**config.mk**
```make
export PLATFORM = sky130hd
export DESIGN_NAME = ventilation_state_detector_core
export DESIGN_NICKNAME = d
export VERILOG_FILES = /design/src/rtl/vsd_pkg.sv /design/src/rtl/ventilation_state_detector_core.sv /design/src/rtl/vsd_update.sv
export SDC_FILE = /design/constraint.sdc
export NUM_CORES = 2
export LEC_CHECK = 0
export BUFFER_PORTS_ARGS = -buffer_cell sky130_fd_sc_hd__clkbuf_2
export CAP_MARGIN = 40
export CELL_PAD_IN_SITES_DETAIL_PLACEMENT = 0
export CELL_PAD_IN_SITES_GLOBAL_PLACEMENT = 1
export CORE_UTILIZATION = 40
export DETAILED_ROUTE_END_ITERATION = 7
export PLACE_DENSITY = 0.79
export SLEW_MARGIN = 20
export SYNTH_ARGS = -nofsm -noshare
export SYNTH_HDL_FRONTEND = slang
export SYNTH_SLANG_ARGS = --single-unit
export TNS_END_PERCENT = 20
```
**constraint.sdc**
```tcl
create_clock -name aclk -period 11.8 [get_ports aclk]
set_clock_uncertainty 0.1 [all_clocks]
set_input_delay 2.36 -clock aclk [delete_from_list [all_inputs] [get_ports aclk]]
set_output_delay 2.36 -clock aclk [all_outputs]
set_load 0.01 [all_outputs]
```
**src/rtl/vsd_pkg.sv**
```systemverilog
// Types, codes and constants shared by the ventilation state detector.
// No dependencies; imported by vsd_update and the core top level.
package vsd_pkg;

    // Climate state machine, one-hot.
    typedef enum logic [3:0] {
        ST_STABLE = 4'b0001,
        ST_VENT   = 4'b0010,
        ST_TARGET = 4'b0100,
        ST_INEFF  = 4'b1000
    } climate_t;

    // Output state codes.
    localparam logic [1:0] CS_STABLE = 2'd0;
    localparam logic [1:0] CS_VENT   = 2'd1;
    localparam logic [1:0] CS_TARGET = 2'd2;
    localparam logic [1:0] CS_INEFF  = 2'd3;

    // Transition codes.
    localparam logic [3:0] TR_NONE              = 4'd0;
    localparam logic [3:0] TR_STABLE_VENT       = 4'd1;
    localparam logic [3:0] TR_VENT_TARGET       = 4'd2;
    localparam logic [3:0] TR_VENT_INEFF        = 4'd3;
    localparam logic [3:0] TR_VENT_TEMP_REB     = 4'd4;
    localparam logic [3:0] TR_VENT_ABS_REB      = 4'd5;
    localparam logic [3:0] TR_TARGET_TEMP_REB   = 4'd6;
    localparam logic [3:0] TR_TARGET_ABS_REB    = 4'd7;
    localparam logic [3:0] TR_TARGET_TIMEOUT    = 4'd8;
    localparam logic [3:0] TR_INEFF_TEMP_REB    = 4'd9;
    localparam logic [3:0] TR_INEFF_ABS_REB     = 4'd10;
    localparam logic [3:0] TR_INEFF_TIMEOUT     = 4'd11;

    // Register indexes.
    localparam logic [2:0] REG_HUM_DROP      = 3'd0;
    localparam logic [2:0] REG_TEMP_DROP     = 3'd1;
    localparam logic [2:0] REG_ABSHUM_DROP   = 3'd2;
    localparam logic [2:0] REG_TRIG_CONFIRM  = 3'd3;
    localparam logic [2:0] REG_PLATEAU_THR   = 3'd4;
    localparam logic [2:0] REG_PLAT_CONFIRM  = 3'd5;
    localparam logic [2:0] REG_REB_TEMP      = 3'd6;
    localparam logic [2:0] REG_REB_ABSHUM    = 3'd7;

    // Timing and scaling constants.
    localparam logic [31:0] LOCKOUT_MS       = 32'd60000;
    localparam logic [31:0] REBOUND_MS       = 32'd60000;
    localparam logic [31:0] PLATEAU_MIN_MS   = 32'd180000;
    localparam logic [31:0] END_TIMEOUT_MS   = 32'd3600000;
    localparam logic [6:0]  BASELINE_PERIOD  = 7'd50;
    localparam logic [13:0] TARGET_DROP      = 14'd1500;
    localparam logic [13:0] TARGET_FLOOR     = 14'd5000;
    localparam logic [13:0] FACTOR_LO        = 14'd5000;
    localparam logic [13:0] FACTOR_HI        = 14'd7000;
    localparam logic signed [27:0] PLATEAU_SCALE = 28'sd100;
    localparam logic signed [27:0] FACTOR_SCALE  = 28'sd3;
    localparam logic signed [15:0] REB_TEMP_MARGIN = 16'sd5;
    localparam int SLOPE_MIN = 3;

    typedef struct packed {
        logic [13:0]        hum_drop_trigger;
        logic [12:0]        temp_drop_trigger;
        logic [16:0]        abshum_drop_trigger;
        logic [3:0]         trigger_confirm;
        logic signed [17:0] plateau_threshold;
        logic [3:0]         plateau_confirm;
        logic [12:0]        reb_temp_rise;
        logic [16:0]        reb_abshum_rise;
    } cfg_t;

    localparam cfg_t CFG_RST = '{
        hum_drop_trigger:    14'd300,
        temp_drop_trigger:   13'd100,
        abshum_drop_trigger: 17'd300,
        trigger_confirm:     4'd2,
        plateau_threshold:   -18'sd50,
        plateau_confirm:     4'd2,
        reb_temp_rise:       13'd30,
        reb_abshum_rise:     17'd500
    };

    typedef struct packed {
        logic               mode;
        logic signed [14:0] temperature;
        logic [13:0]        humidity;
        logic [16:0]        abs_humidity;
        logic [31:0]        time_ms;
    } item_t;

    typedef struct packed {
        climate_t           state;
        logic [31:0]        enter_time;
        logic signed [14:0] base_temp;
        logic [13:0]        base_hum;
        logic [16:0]        base_abshum;
        logic               base_valid;
        logic [16:0]        prev_abshum;
        logic [16:0]        latest_abshum;
        logic [3:0]         trigger_count;
        logic [3:0]         plateau_count;
        logic [5:0]         baseline_count;
        logic signed [14:0] rebound_temp;
        logic               rebound_valid;
        logic [31:0]        rebound_time;
        logic [13:0]        enter_hum;
    } ctx_t;

    localparam ctx_t CTX_RST = '{
        state:          ST_STABLE,
        enter_time:     32'd0,
        base_temp:      15'sd0,
        base_hum:       14'd0,
        base_abshum:    17'd0,
        base_valid:     1'b0,
        prev_abshum:    17'd0,
        latest_abshum:  17'd0,
        trigger_count:  4'd0,
        plateau_count:  4'd0,
        baseline_count: 6'd0,
        rebound_temp:   15'sd0,
        rebound_valid:  1'b0,
        rebound_time:   32'd0,
        enter_hum:      14'd0
    };

    // Newest and oldest samples of the slope window.
    typedef struct packed {
        logic        enough;
        logic [16:0] newest;
        logic [16:0] oldest;
    } slope_view_t;

    // Sample line control back to the top level.
    typedef struct packed {
        logic push;
        logic clear;
    } ring_ctl_t;

    typedef struct packed {
        logic [1:0] climate_state;
        logic [3:0] transition;
        logic       baseline_updated;
    } result_t;

    function automatic logic [1:0] state_code(climate_t s);
        logic [1:0] c;
        case (s)
            ST_STABLE: c = CS_STABLE;
            ST_VENT:   c = CS_VENT;
            ST_TARGET: c = CS_TARGET;
            ST_INEFF:  c = CS_INEFF;
            default:   c = CS_STABLE;
        endcase
        return c;
    endfunction

endpackage

```
**src/rtl/ventilation_state_detector_core.sv**
```systemverilog
// Ventilation state detector top level: stream ports, APB registers,
// input and result registers, and the slope sample line. Uses vsd_pkg, vsd_update.
//
//  channel   | ports             | word
//  ----------+-------------------+-------------------------------------------
//  input     | s_tvalid/s_tready | s_tuser: mode; s_tdata: readings and time
//  result    | m_tvalid/m_tready | m_tdata: state, transition, baseline flag
//  registers | APB psel/penable  | eight control registers at 4*index
//
// One word is accepted every cycle while s_tready is high; its result reaches m_tdata
// through the input register, one pass through the update logic and the result
// register.
// The input and result stages advance together; when the result is not taken,
// the input stage holds and s_tready drops only once that stage is also full.
// Reset (aresetn low, synchronous) clears the machine and restores the
// register defaults; sample line contents are not cleared.
module ventilation_state_detector_core #(
    parameter int SLOPE_DEPTH = 6
) (
    input  logic        aclk,
    input  logic        aresetn,
    input  logic        s_tvalid,
    output logic        s_tready,
    input  logic [79:0] s_tdata,   // temperature, humidity, abs_humidity, time_ms, zero pad
    input  logic [0:0]  s_tuser,   // mode
    output logic        m_tvalid,
    input  logic        m_tready,
    output logic [7:0]  m_tdata,   // climate_state, transition, baseline_updated, zero pad
    input  logic        psel,
    input  logic        penable,
    input  logic        pwrite,
    input  logic [4:0]  paddr,
    input  logic [31:0] pwdata,
    output logic [31:0] prdata,
    output logic        pready
);
    import vsd_pkg::*;

    localparam int CNT_W = $clog2(SLOPE_DEPTH + 1);

    cfg_t              cfg_reg;
    ctx_t              ctx_reg, ctx_next;
    item_t             item_reg;
    logic              in_valid_reg;
    result_t           out_reg, result;
    logic              out_valid_reg;
    logic [16:0]       ring_reg [SLOPE_DEPTH];
    logic [16:0]       first_reg;
    logic [CNT_W-1:0]  count_reg;
    slope_view_t       slope;
    ring_ctl_t         ring;
    logic              advance, fire, cfg_wr;
    logic [2:0]        reg_idx;

    assign pready  = 1'b1;
    assign reg_idx = paddr[4:2];
    assign cfg_wr  = psel && penable && pwrite && pready;

    assign advance  = !out_valid_reg || m_tready;
    assign s_tready = !in_valid_reg || advance;
    assign fire     = advance && in_valid_reg;

    assign m_tvalid = out_valid_reg;
    assign m_tdata  = {1'b0, out_reg.baseline_updated, out_reg.transition,
                       out_reg.climate_state};

    // Once the line is full its last tap is the oldest sample; before that,
    // the first sample since the return to stable is.
    assign slope.enough = count_reg >= CNT_W'(SLOPE_MIN);
    assign slope.newest = ring_reg[0];
    assign slope.oldest = (count_reg == CNT_W'(SLOPE_DEPTH)) ? ring_reg[SLOPE_DEPTH-1]
                                                             : first_reg;

    vsd_update u_update (
        .cfg      (cfg_reg),
        .ctx      (ctx_reg),
        .item     (item_reg),
        .slope    (slope),
        .ctx_next (ctx_next),
        .ring     (ring),
        .result   (result)
    );

    always_ff @(posedge aclk) begin
        if (!aresetn) begin
            in_valid_reg  <= 1'b0;
            out_valid_reg <= 1'b0;
            ctx_reg       <= CTX_RST;
            count_reg     <= '0;
        end else begin
            if (s_tvalid && s_tready) begin
                in_valid_reg <= 1'b1;
            end else if (advance) begin
                in_valid_reg <= 1'b0;
            end
            if (fire) begin
                out_valid_reg <= 1'b1;
                ctx_reg       <= ctx_next;
                if (ring.clear) begin
                    count_reg <= '0;
                end else if (ring.push && count_reg < CNT_W'(SLOPE_DEPTH)) begin
                    count_reg <= count_reg + 1'b1;
                end
            end else if (m_tready) begin
                out_valid_reg <= 1'b0;
            end
        end
    end

    always_ff @(posedge aclk) begin
        if (s_tvalid && s_tready) begin
            item_reg.mode         <= s_tuser[0];
            item_reg.temperature  <= s_tdata[14:0];
            item_reg.humidity     <= s_tdata[28:15];
            item_reg.abs_humidity <= s_tdata[45:29];
            item_reg.time_ms      <= s_tdata[77:46];
        end
        if (fire) begin
            out_reg <= result;
        end
        if (fire && ring.push) begin
            ring_reg[0] <= ctx_reg.latest_abshum;
            for (int i = 1; i < SLOPE_DEPTH; i++) begin
                ring_reg[i] <= ring_reg[i-1];
            end
            if (count_reg == '0) begin
                first_reg <= ctx_reg.latest_abshum;
            end
        end
    end

    always_ff @(posedge aclk) begin
        if (!aresetn) begin
            cfg_reg <= CFG_RST;
        end else if (cfg_wr) begin
            case (reg_idx)
                REG_HUM_DROP:     cfg_reg.hum_drop_trigger    <= pwdata[13:0];
                REG_TEMP_DROP:    cfg_reg.temp_drop_trigger   <= pwdata[12:0];
                REG_ABSHUM_DROP:  cfg_reg.abshum_drop_trigger <= pwdata[16:0];
                REG_TRIG_CONFIRM: cfg_reg.trigger_confirm     <= pwdata[3:0];
                REG_PLATEAU_THR:  cfg_reg.plateau_threshold   <= pwdata[17:0];
                REG_PLAT_CONFIRM: cfg_reg.plateau_confirm     <= pwdata[3:0];
                REG_REB_TEMP:     cfg_reg.reb_temp_rise       <= pwdata[12:0];
                REG_REB_ABSHUM:   cfg_reg.reb_abshum_rise     <= pwdata[16:0];
                default: ;
            endcase
        end
    end

    always_comb begin
        case (reg_idx)
            REG_HUM_DROP:     prdata = {18'd0, cfg_reg.hum_drop_trigger};
            REG_TEMP_DROP:    prdata = {19'd0, cfg_reg.temp_drop_trigger};
            REG_ABSHUM_DROP:  prdata = {15'd0, cfg_reg.abshum_drop_trigger};
            REG_TRIG_CONFIRM: prdata = {28'd0, cfg_reg.trigger_confirm};
            REG_PLATEAU_THR:  prdata = {{14{cfg_reg.plateau_threshold[17]}},
                                        cfg_reg.plateau_threshold};
            REG_PLAT_CONFIRM: prdata = {28'd0, cfg_reg.plateau_confirm};
            REG_REB_TEMP:     prdata = {19'd0, cfg_reg.reb_temp_rise};
            REG_REB_ABSHUM:   prdata = {15'd0, cfg_reg.reb_abshum_rise};
            default:          prdata = 32'd0;
        endcase
    end

endmodule

```
**src/rtl/vsd_update.sv**
```systemverilog
// Next-state logic of the ventilation state detector for one word.
// Depends on vsd_pkg; purely combinational, registered in the top level.
module vsd_update (
    input  vsd_pkg::cfg_t        cfg,
    input  vsd_pkg::ctx_t        ctx,
    input  vsd_pkg::item_t       item,
    input  vsd_pkg::slope_view_t slope,
    output vsd_pkg::ctx_t        ctx_next,
    output vsd_pkg::ring_ctl_t   ring,
    output vsd_pkg::result_t     result
);
    import vsd_pkg::*;

    logic signed [14:0] t, bt;
    logic [13:0]        h, bh;
    logic [16:0]        a, ba, pa;
    logic [31:0]        now, dt, rdur;
    logic signed [15:0] hum_diff;
    logic signed [16:0] temp_diff;
    logic signed [17:0] abs_drop, abs_rise;
    logic               trig, lockout;
    logic [3:0]         tc_inc, pc_inc;
    logic [6:0]         bc_inc;
    logic signed [14:0] tgt_s;
    logic [13:0]        tgt, fclamp;
    logic [10:0]        f;
    logic signed [17:0] slope_d;
    logic signed [27:0] lhs, rhs, slope_x, thr_x, f_x;
    logic               flat;
    logic signed [15:0] rise;
    logic               rb_fire_temp, rb_clear, rb_start, rb_fire_abs;
    logic               reload, vent_stay;
    logic [3:0]         code, c_temp, c_abs, c_tmo;

    always_comb begin
        t   = item.temperature;
        h   = item.humidity;
        a   = item.abs_humidity;
        now = item.time_ms;

        // The very first reading stands in for the baseline.
        bt = ctx.base_valid ? ctx.base_temp   : t;
        bh = ctx.base_valid ? ctx.base_hum    : h;
        ba = ctx.base_valid ? ctx.base_abshum : a;
        pa = ctx.base_valid ? ctx.prev_abshum : a;

        dt      = now - ctx.enter_time;
        lockout = dt < LOCKOUT_MS;

        hum_diff  = $signed({2'b00, bh}) - $signed({2'b00, h});
        temp_diff = $signed({{2{bt[14]}}, bt}) - $signed({{2{t[14]}}, t});
        abs_drop  = $signed({1'b0, pa}) - $signed({1'b0, a});
        trig = (hum_diff > $signed({2'b00, cfg.hum_drop_trigger}))
            || (temp_diff > $signed({4'b0000, cfg.temp_drop_trigger}))
            || (abs_drop > $signed({1'b0, cfg.abshum_drop_trigger}));

        tc_inc = (ctx.trigger_count == 4'hF) ? 4'hF : ctx.trigger_count + 4'd1;
        pc_inc = (ctx.plateau_count == 4'hF) ? 4'hF : ctx.plateau_count + 4'd1;
        bc_inc = {1'b0, ctx.baseline_count} + 7'd1;

        tgt_s = $signed({1'b0, ctx.enter_hum}) - $signed({1'b0, TARGET_DROP});
        tgt   = (tgt_s < $signed({1'b0, TARGET_FLOOR})) ? TARGET_FLOOR : tgt_s[13:0];

        if (ctx.enter_hum < FACTOR_LO) begin
            fclamp = FACTOR_LO;
        end else if (ctx.enter_hum > FACTOR_HI) begin
            fclamp = FACTOR_HI;
        end else begin
            fclamp = ctx.enter_hum;
        end
        f = 11'(fclamp - FACTOR_LO);

        // Plateau when 100*slope > 100*threshold - 3*f, done exactly.
        slope_d = $signed({1'b0, slope.newest}) - $signed({1'b0, slope.oldest});
        slope_x = {{10{slope_d[17]}}, slope_d};
        thr_x   = {{10{cfg.plateau_threshold[17]}}, cfg.plateau_threshold};
        f_x     = {17'd0, f};
        lhs     = slope_x * PLATEAU_SCALE;
        rhs     = thr_x * PLATEAU_SCALE - f_x * FACTOR_SCALE;
        flat    = lhs > rhs;

        rise     = $signed({t[14], t}) - $signed({ctx.rebound_temp[14], ctx.rebound_temp});
        rdur     = now - ctx.rebound_time;
        abs_rise = $signed({1'b0, a}) - $signed({1'b0, ba});
        rb_fire_temp = ctx.rebound_valid
            && (rise > $signed({3'b000, cfg.reb_temp_rise}))
            && (rdur > REBOUND_MS);
        rb_clear    = ctx.rebound_valid && !rb_fire_temp && (t < ctx.rebound_temp);
        rb_start    = !ctx.rebound_valid
            && ($signed({t[14], t}) > $signed({bt[14], bt}) + REB_TEMP_MARGIN);
        rb_fire_abs = !rb_fire_temp && (abs_rise > $signed({1'b0, cfg.reb_abshum_rise}));

        c_temp = (ctx.state == ST_TARGET) ? TR_TARGET_TEMP_REB : TR_INEFF_TEMP_REB;
        c_abs  = (ctx.state == ST_TARGET) ? TR_TARGET_ABS_REB  : TR_INEFF_ABS_REB;
        c_tmo  = (ctx.state == ST_TARGET) ? TR_TARGET_TIMEOUT  : TR_INEFF_TIMEOUT;

        ctx_next  = ctx;
        code      = TR_NONE;
        reload    = 1'b0;
        vent_stay = 1'b0;
        ring      = '0;

        if (item.mode) begin
            ring.push = (ctx.state != ST_STABLE);
        end else begin
            ctx_next.base_valid  = 1'b1;
            ctx_next.base_temp   = bt;
            ctx_next.base_hum    = bh;
            ctx_next.base_abshum = ba;

            case (ctx.state)
                ST_STABLE: begin
                    ctx_next.plateau_count = 4'd0;
                    ctx_next.rebound_valid = 1'b0;
                    if (trig && !lockout) begin
                        if (tc_inc >= cfg.trigger_confirm) begin
                            ctx_next.state         = ST_VENT;
                            code                   = TR_STABLE_VENT;
                            ctx_next.enter_time    = now;
                            reload                 = 1'b1;
                            ctx_next.enter_hum     = h;
                            ctx_next.trigger_count = 4'd0;
                        end else begin
                            ctx_next.trigger_count = tc_inc;
                        end
                    end else begin
                        ctx_next.trigger_count = 4'd0;
                    end
                    if (bc_inc >= BASELINE_PERIOD) begin
                        ctx_next.baseline_count = 6'd0;
                        reload                  = 1'b1;
                    end else begin
                        ctx_next.baseline_count = bc_inc[5:0];
                    end
                end
                ST_VENT: begin
                    if (h <= tgt) begin
                        ctx_next.state         = ST_TARGET;
                        code                   = TR_VENT_TARGET;
                        ctx_next.enter_time    = now;
                        reload                 = 1'b1;
                        ctx_next.rebound_valid = 1'b0;
                    end else begin
                        vent_stay = 1'b1;
                        if (dt > PLATEAU_MIN_MS && slope.enough) begin
                            if (flat) begin
                                ctx_next.plateau_count = pc_inc;
                                if (pc_inc >= cfg.plateau_confirm) begin
                                    ctx_next.state         = ST_INEFF;
                                    code                   = TR_VENT_INEFF;
                                    ctx_next.enter_time    = now;
                                    reload                 = 1'b1;
                                    ctx_next.rebound_valid = 1'b0;
                                    vent_stay              = 1'b0;
                                end
                            end else begin
                                ctx_next.plateau_count = 4'd0;
                            end
                        end
                    end
                    if (vent_stay) begin
                        if (rb_fire_temp) begin
                            ctx_next.state      = ST_STABLE;
                            code                = TR_VENT_TEMP_REB;
                            ctx_next.enter_time = now;
                            reload              = 1'b1;
                        end else begin
                            if (rb_clear) begin
                                ctx_next.rebound_valid = 1'b0;
                            end
                            if (rb_start) begin
                                ctx_next.rebound_temp  = bt;
                                ctx_next.rebound_time  = now;
                                ctx_next.rebound_valid = 1'b1;
                            end
                            if (rb_fire_abs) begin
                                ctx_next.state      = ST_STABLE;
                                code                = TR_VENT_ABS_REB;
                                ctx_next.enter_time = now;
                                reload              = 1'b1;
                            end
                        end
                    end
                end
                default: begin
                    // Target met and inefficient wait for a rebound or the timeout.
                    if (rb_fire_temp) begin
                        ctx_next.state      = ST_STABLE;
                        code                = c_temp;
                        ctx_next.enter_time = now;
                        reload              = 1'b1;
                    end else begin
                        if (rb_clear) begin
                            ctx_next.rebound_valid = 1'b0;
                        end
                        if (rb_start) begin
                            ctx_next.rebound_temp  = bt;
                            ctx_next.rebound_time  = now;
                            ctx_next.rebound_valid = 1'b1;
                        end
                        if (rb_fire_abs) begin
                            ctx_next.state      = ST_STABLE;
                            code                = c_abs;
                            ctx_next.enter_time = now;
                            reload              = 1'b1;
                        end else if (dt > END_TIMEOUT_MS) begin
                            ctx_next.state      = ST_STABLE;
                            code                = c_tmo;
                            ctx_next.enter_time = now;
                            reload              = 1'b1;
                        end
                    end
                end
            endcase

            if (reload) begin
                ctx_next.base_temp   = t;
                ctx_next.base_hum    = h;
                ctx_next.base_abshum = a;
            end
            ring.clear             = (ctx_next.state == ST_STABLE);
            ctx_next.prev_abshum   = a;
            ctx_next.latest_abshum = a;
        end

        result.climate_state    = state_code(ctx_next.state);
        result.transition       = code;
        result.baseline_updated = reload;
    end

endmodule
```
==> reports/results.ini <==
[status]
status = complete, no violations

[timing]
tns_ps = 0
max_slew_margin = 0.469
fmax_mhz = 94.3
max_slew.worst_pin.slew_ps = 777
hold_viol_final = 0
finalSetupViolations = 0
slew_violations = 0
finalCritPeriodShare = 0.899
fin_crit_ps = 10600
rsz0062_at_grt = no
fin_hold_ws_ps = 313
layout_setup_ws_ps = 1200

[worst_setup_path]
crit_path_frequent_cell = o21ai_0
cpMaxStageDelayCell = fa_1
required_ps = 12260
worst_setup_path_start_kind = flop
endpoint_kind = flop
r2r_setup_slack_ps = 1200
cp.arrival_ps = 11060
cpPeakStageDelay_ps = 550
worstSetupPathType = reg2reg
path_max_fanout = 46

[yosys]
synth_top_cells_by_area = edfxtp_1 17%, dfxtp_1 15%, ha_1 15%
yosysTopAreaCell = edfxtp_1
ys_ff_latch = 486
syn_inst = 4223
seq_area_frac_synth = 0.322
synth-edff-count = 205
syn_avg_cell_area_um2 = 8.67
synth.cell_area_mm2 = 0.0366
synth_ff_type = dfxtp_1
synth_top_area_frac = 0.168
yosys_warnings = 0
synth_nets = 4833
synth-async-reset-ratio = 0
synth_cell_types = 94

[cts]
cts-root-buf = clkbuf_16
cts_max_level = 2
clkSlewWorstSetupHoldPaths_ps = 60
clock_latency_ps = 650
tritoncts = done
cts_buffer_depth = 3
clock-sinks = 486
cts_buffers = 57

[detailed_routing]
viasPerCell = 5.37
final_antenna_net_count = 0
wl_per_cell_um = 17.3
drt_iter0_markers = 1860
remaining_drc_errors = 0
wl_um = 95300
num_vias = 29651
firstDrtPassIters = 6

[die]
core_mm2 = 0.0903
std_cell_rows = 110
die_w_um = 305
pin_count = 168
die-area_mm2 = 0.0928
die_y_um = 305
start_util = 0.406

[finish]
largest_register_ff_count = 176
design_area_mm2 = 0.0405
fill_cells = 8842
nNetsFinal = 4910
drive_above_1_share = 0.0773
num_antenna_cells = 0
syn2layout_area_growth_pct = 10.5

[global_route]
antenna_found_initial = 3
grt_start_max_net_pins = 171
track_usage = 0.203
first_global_vias = 28110
overflow = 0
grt_first_pass_wirelength_um = 152000

[placed_design]
place_ws_ps = 861
placed_area_mm2 = 0.0384
gp_congestion = 0.892
place_hpwl_um = 73000
io_buffers = 147

[hold_path]
hold_class = reg2reg

[power_and_ir_drop]
ir_drop_mv = 0.100
p_leak_nw = 17.2
power-per-cell-area_mw_per_mm2 = 127

[job]
cap_violations = 0

## metal layers
metal | part of all wire | wire [µm] | track usage | up-vias
met1 | 0.48 | 45500 | 0.280 | 13891
met4 | 0.027 | 2570 | 0.0603 | 2
li1 | - | - | - | 15031
met3 | 0.049 | 4710 | 0.0291 | 142
met5 | 0.00012 | 11 | 0 | -
met2 | 0.45 | 42600 | 0.327 | 585
## critical path: cells and delay by family, from the launching register on
| family | cells | cell delay, ps |
|---|---|---|
| compound gates | 21 | 4100 |
| mux | 3 | 1020 |
| xor+xnor | 1 | 200 |
| simple gates | 9 | 1850 |
| fa+ha+maj | 6 | 1940 |
| flops | 1 | 370 |
| buf+inv | 6 | 860 |
## path summary, 6_finish.rpt
kind	start	end	cells past startpoint
worst max-delay path	count_reg[0]$_SDFFE_PN0P_	ctx_reg[119]$_SDFFE_PN0P_	46
worst min-delay path	ring_reg[4][3]$_DFFE_PP_	ring_reg[5][3]$_DFFE_PP_	0
worst max register to register	count_reg[0]$_SDFFE_PN0P_	ctx_reg[119]$_SDFFE_PN0P_	46
worst min register to register	ring_reg[4][3]$_DFFE_PP_	ring_reg[5][3]$_DFFE_PP_	0
## stage by stage
step / instances / total power [W] / util
after floorplan: 4223 / 0.00294 / -
after global placement: 5408 / 0.00327 / 0.425
after detailed placement: 5414 / 0.00329 / 0.425
after CTS: 5521 / 0.00519 / 0.447
after global routing: 5524 / 0.00546 / 0.448
final: 5524 / 0.00514 / 0.448
## report_power, final
part           internal (W)  switching, W  total, W
Combinational      0.000609      0.000811   0.00142
Sequential          0.00179     0.0000495   0.00184
Clock               0.00112      0.000753   0.00187
Total               0.00352       0.00161   0.00514
## cell usage in the layout, fill, tap and decap left out, types with 37 or more instances in the layout
| cell | instances |
|---|---|
| dfxtp_1 | 280 |
| nand2_1 | 503 |
| xor2_1 | 59 |
| mux2i_1 | 180 |
| nor2b_1 | 72 |
| inv_1 | 438 |
| xnor2_1 | 130 |
| clkbuf_16 | 60 |
| clkbuf_2 | 147 |
| a21boi_0 | 95 |
| nor3_1 | 59 |
| o21a_1 | 45 |
| a21oi_1 | 225 |
| ha_1 | 444 |
| a21o_1 | 91 |
| edfxtp_1 | 205 |
| o21ai_0 | 200 |
| nor2_1 | 327 |
| a211oi_1 | 37 |
| o211ai_1 | 61 |
| nand3_1 | 74 |
| fa_1 | 41 |
| nand4_1 | 45 |
## cells in the mapped netlist, types with 29 or more instances
master	instances
nor2_1	329
nand2b_1	32
nand2_1	503
o211ai_1	61
o21a_1	45
a21o_1	91
o21ai_0	200
nand4_1	45
dfxtp_1	281
o21bai_1	29
a211oi_1	37
or3_1	32
xnor2_1	131
mux2i_1	180
nand3_1	74
fa_1	41
a21boi_0	95
nor3_1	60
nor2b_1	72
edfxtp_1	205
a21oi_1	225
inv_1	439
clkbuf_1	123
ha_1	444
xor2_1	59
## layout make-up
class / instances / area, µm² / area share
multi-input cells: 3140 / 22500 / 0.557
clock buffers: 77 / 1630 / 0.0402
well taps: 1176 / 1470 / 0.0364
repair buffers: 174 / 1040 / 0.0258
flip-flops and latches: 486 / 11800 / 0.291
clock inverters: 30 / 354 / 0.00875
inverters: 441 / 1660 / 0.0410
## timing repair
action | 4_1_cts | 5_1_grt
setup endpoints to repair | 0 | 79
buffers inserted | 0 | 0
hold buffers | 0 | 0
resized for setup | 0 | 5
## cell families after synthesis
| family | Yosys count | share of synthesized area |
|---|---|---|
| other | 2 | 0.000205 |
| AOI/OAI and AO/OA | 995 | 0.181 |
| buffers and inverters | 597 | 0.0645 |
| and+or+nand+nor | 1277 | 0.160 |
| xor gates and xnor gates | 190 | 0.0454 |
| adders and majority gates | 486 | 0.174 |
| muxes | 190 | 0.0529 |
| DFF | 486 | 0.322 |
No activity file was read; power rests on OpenSTA's default activity.
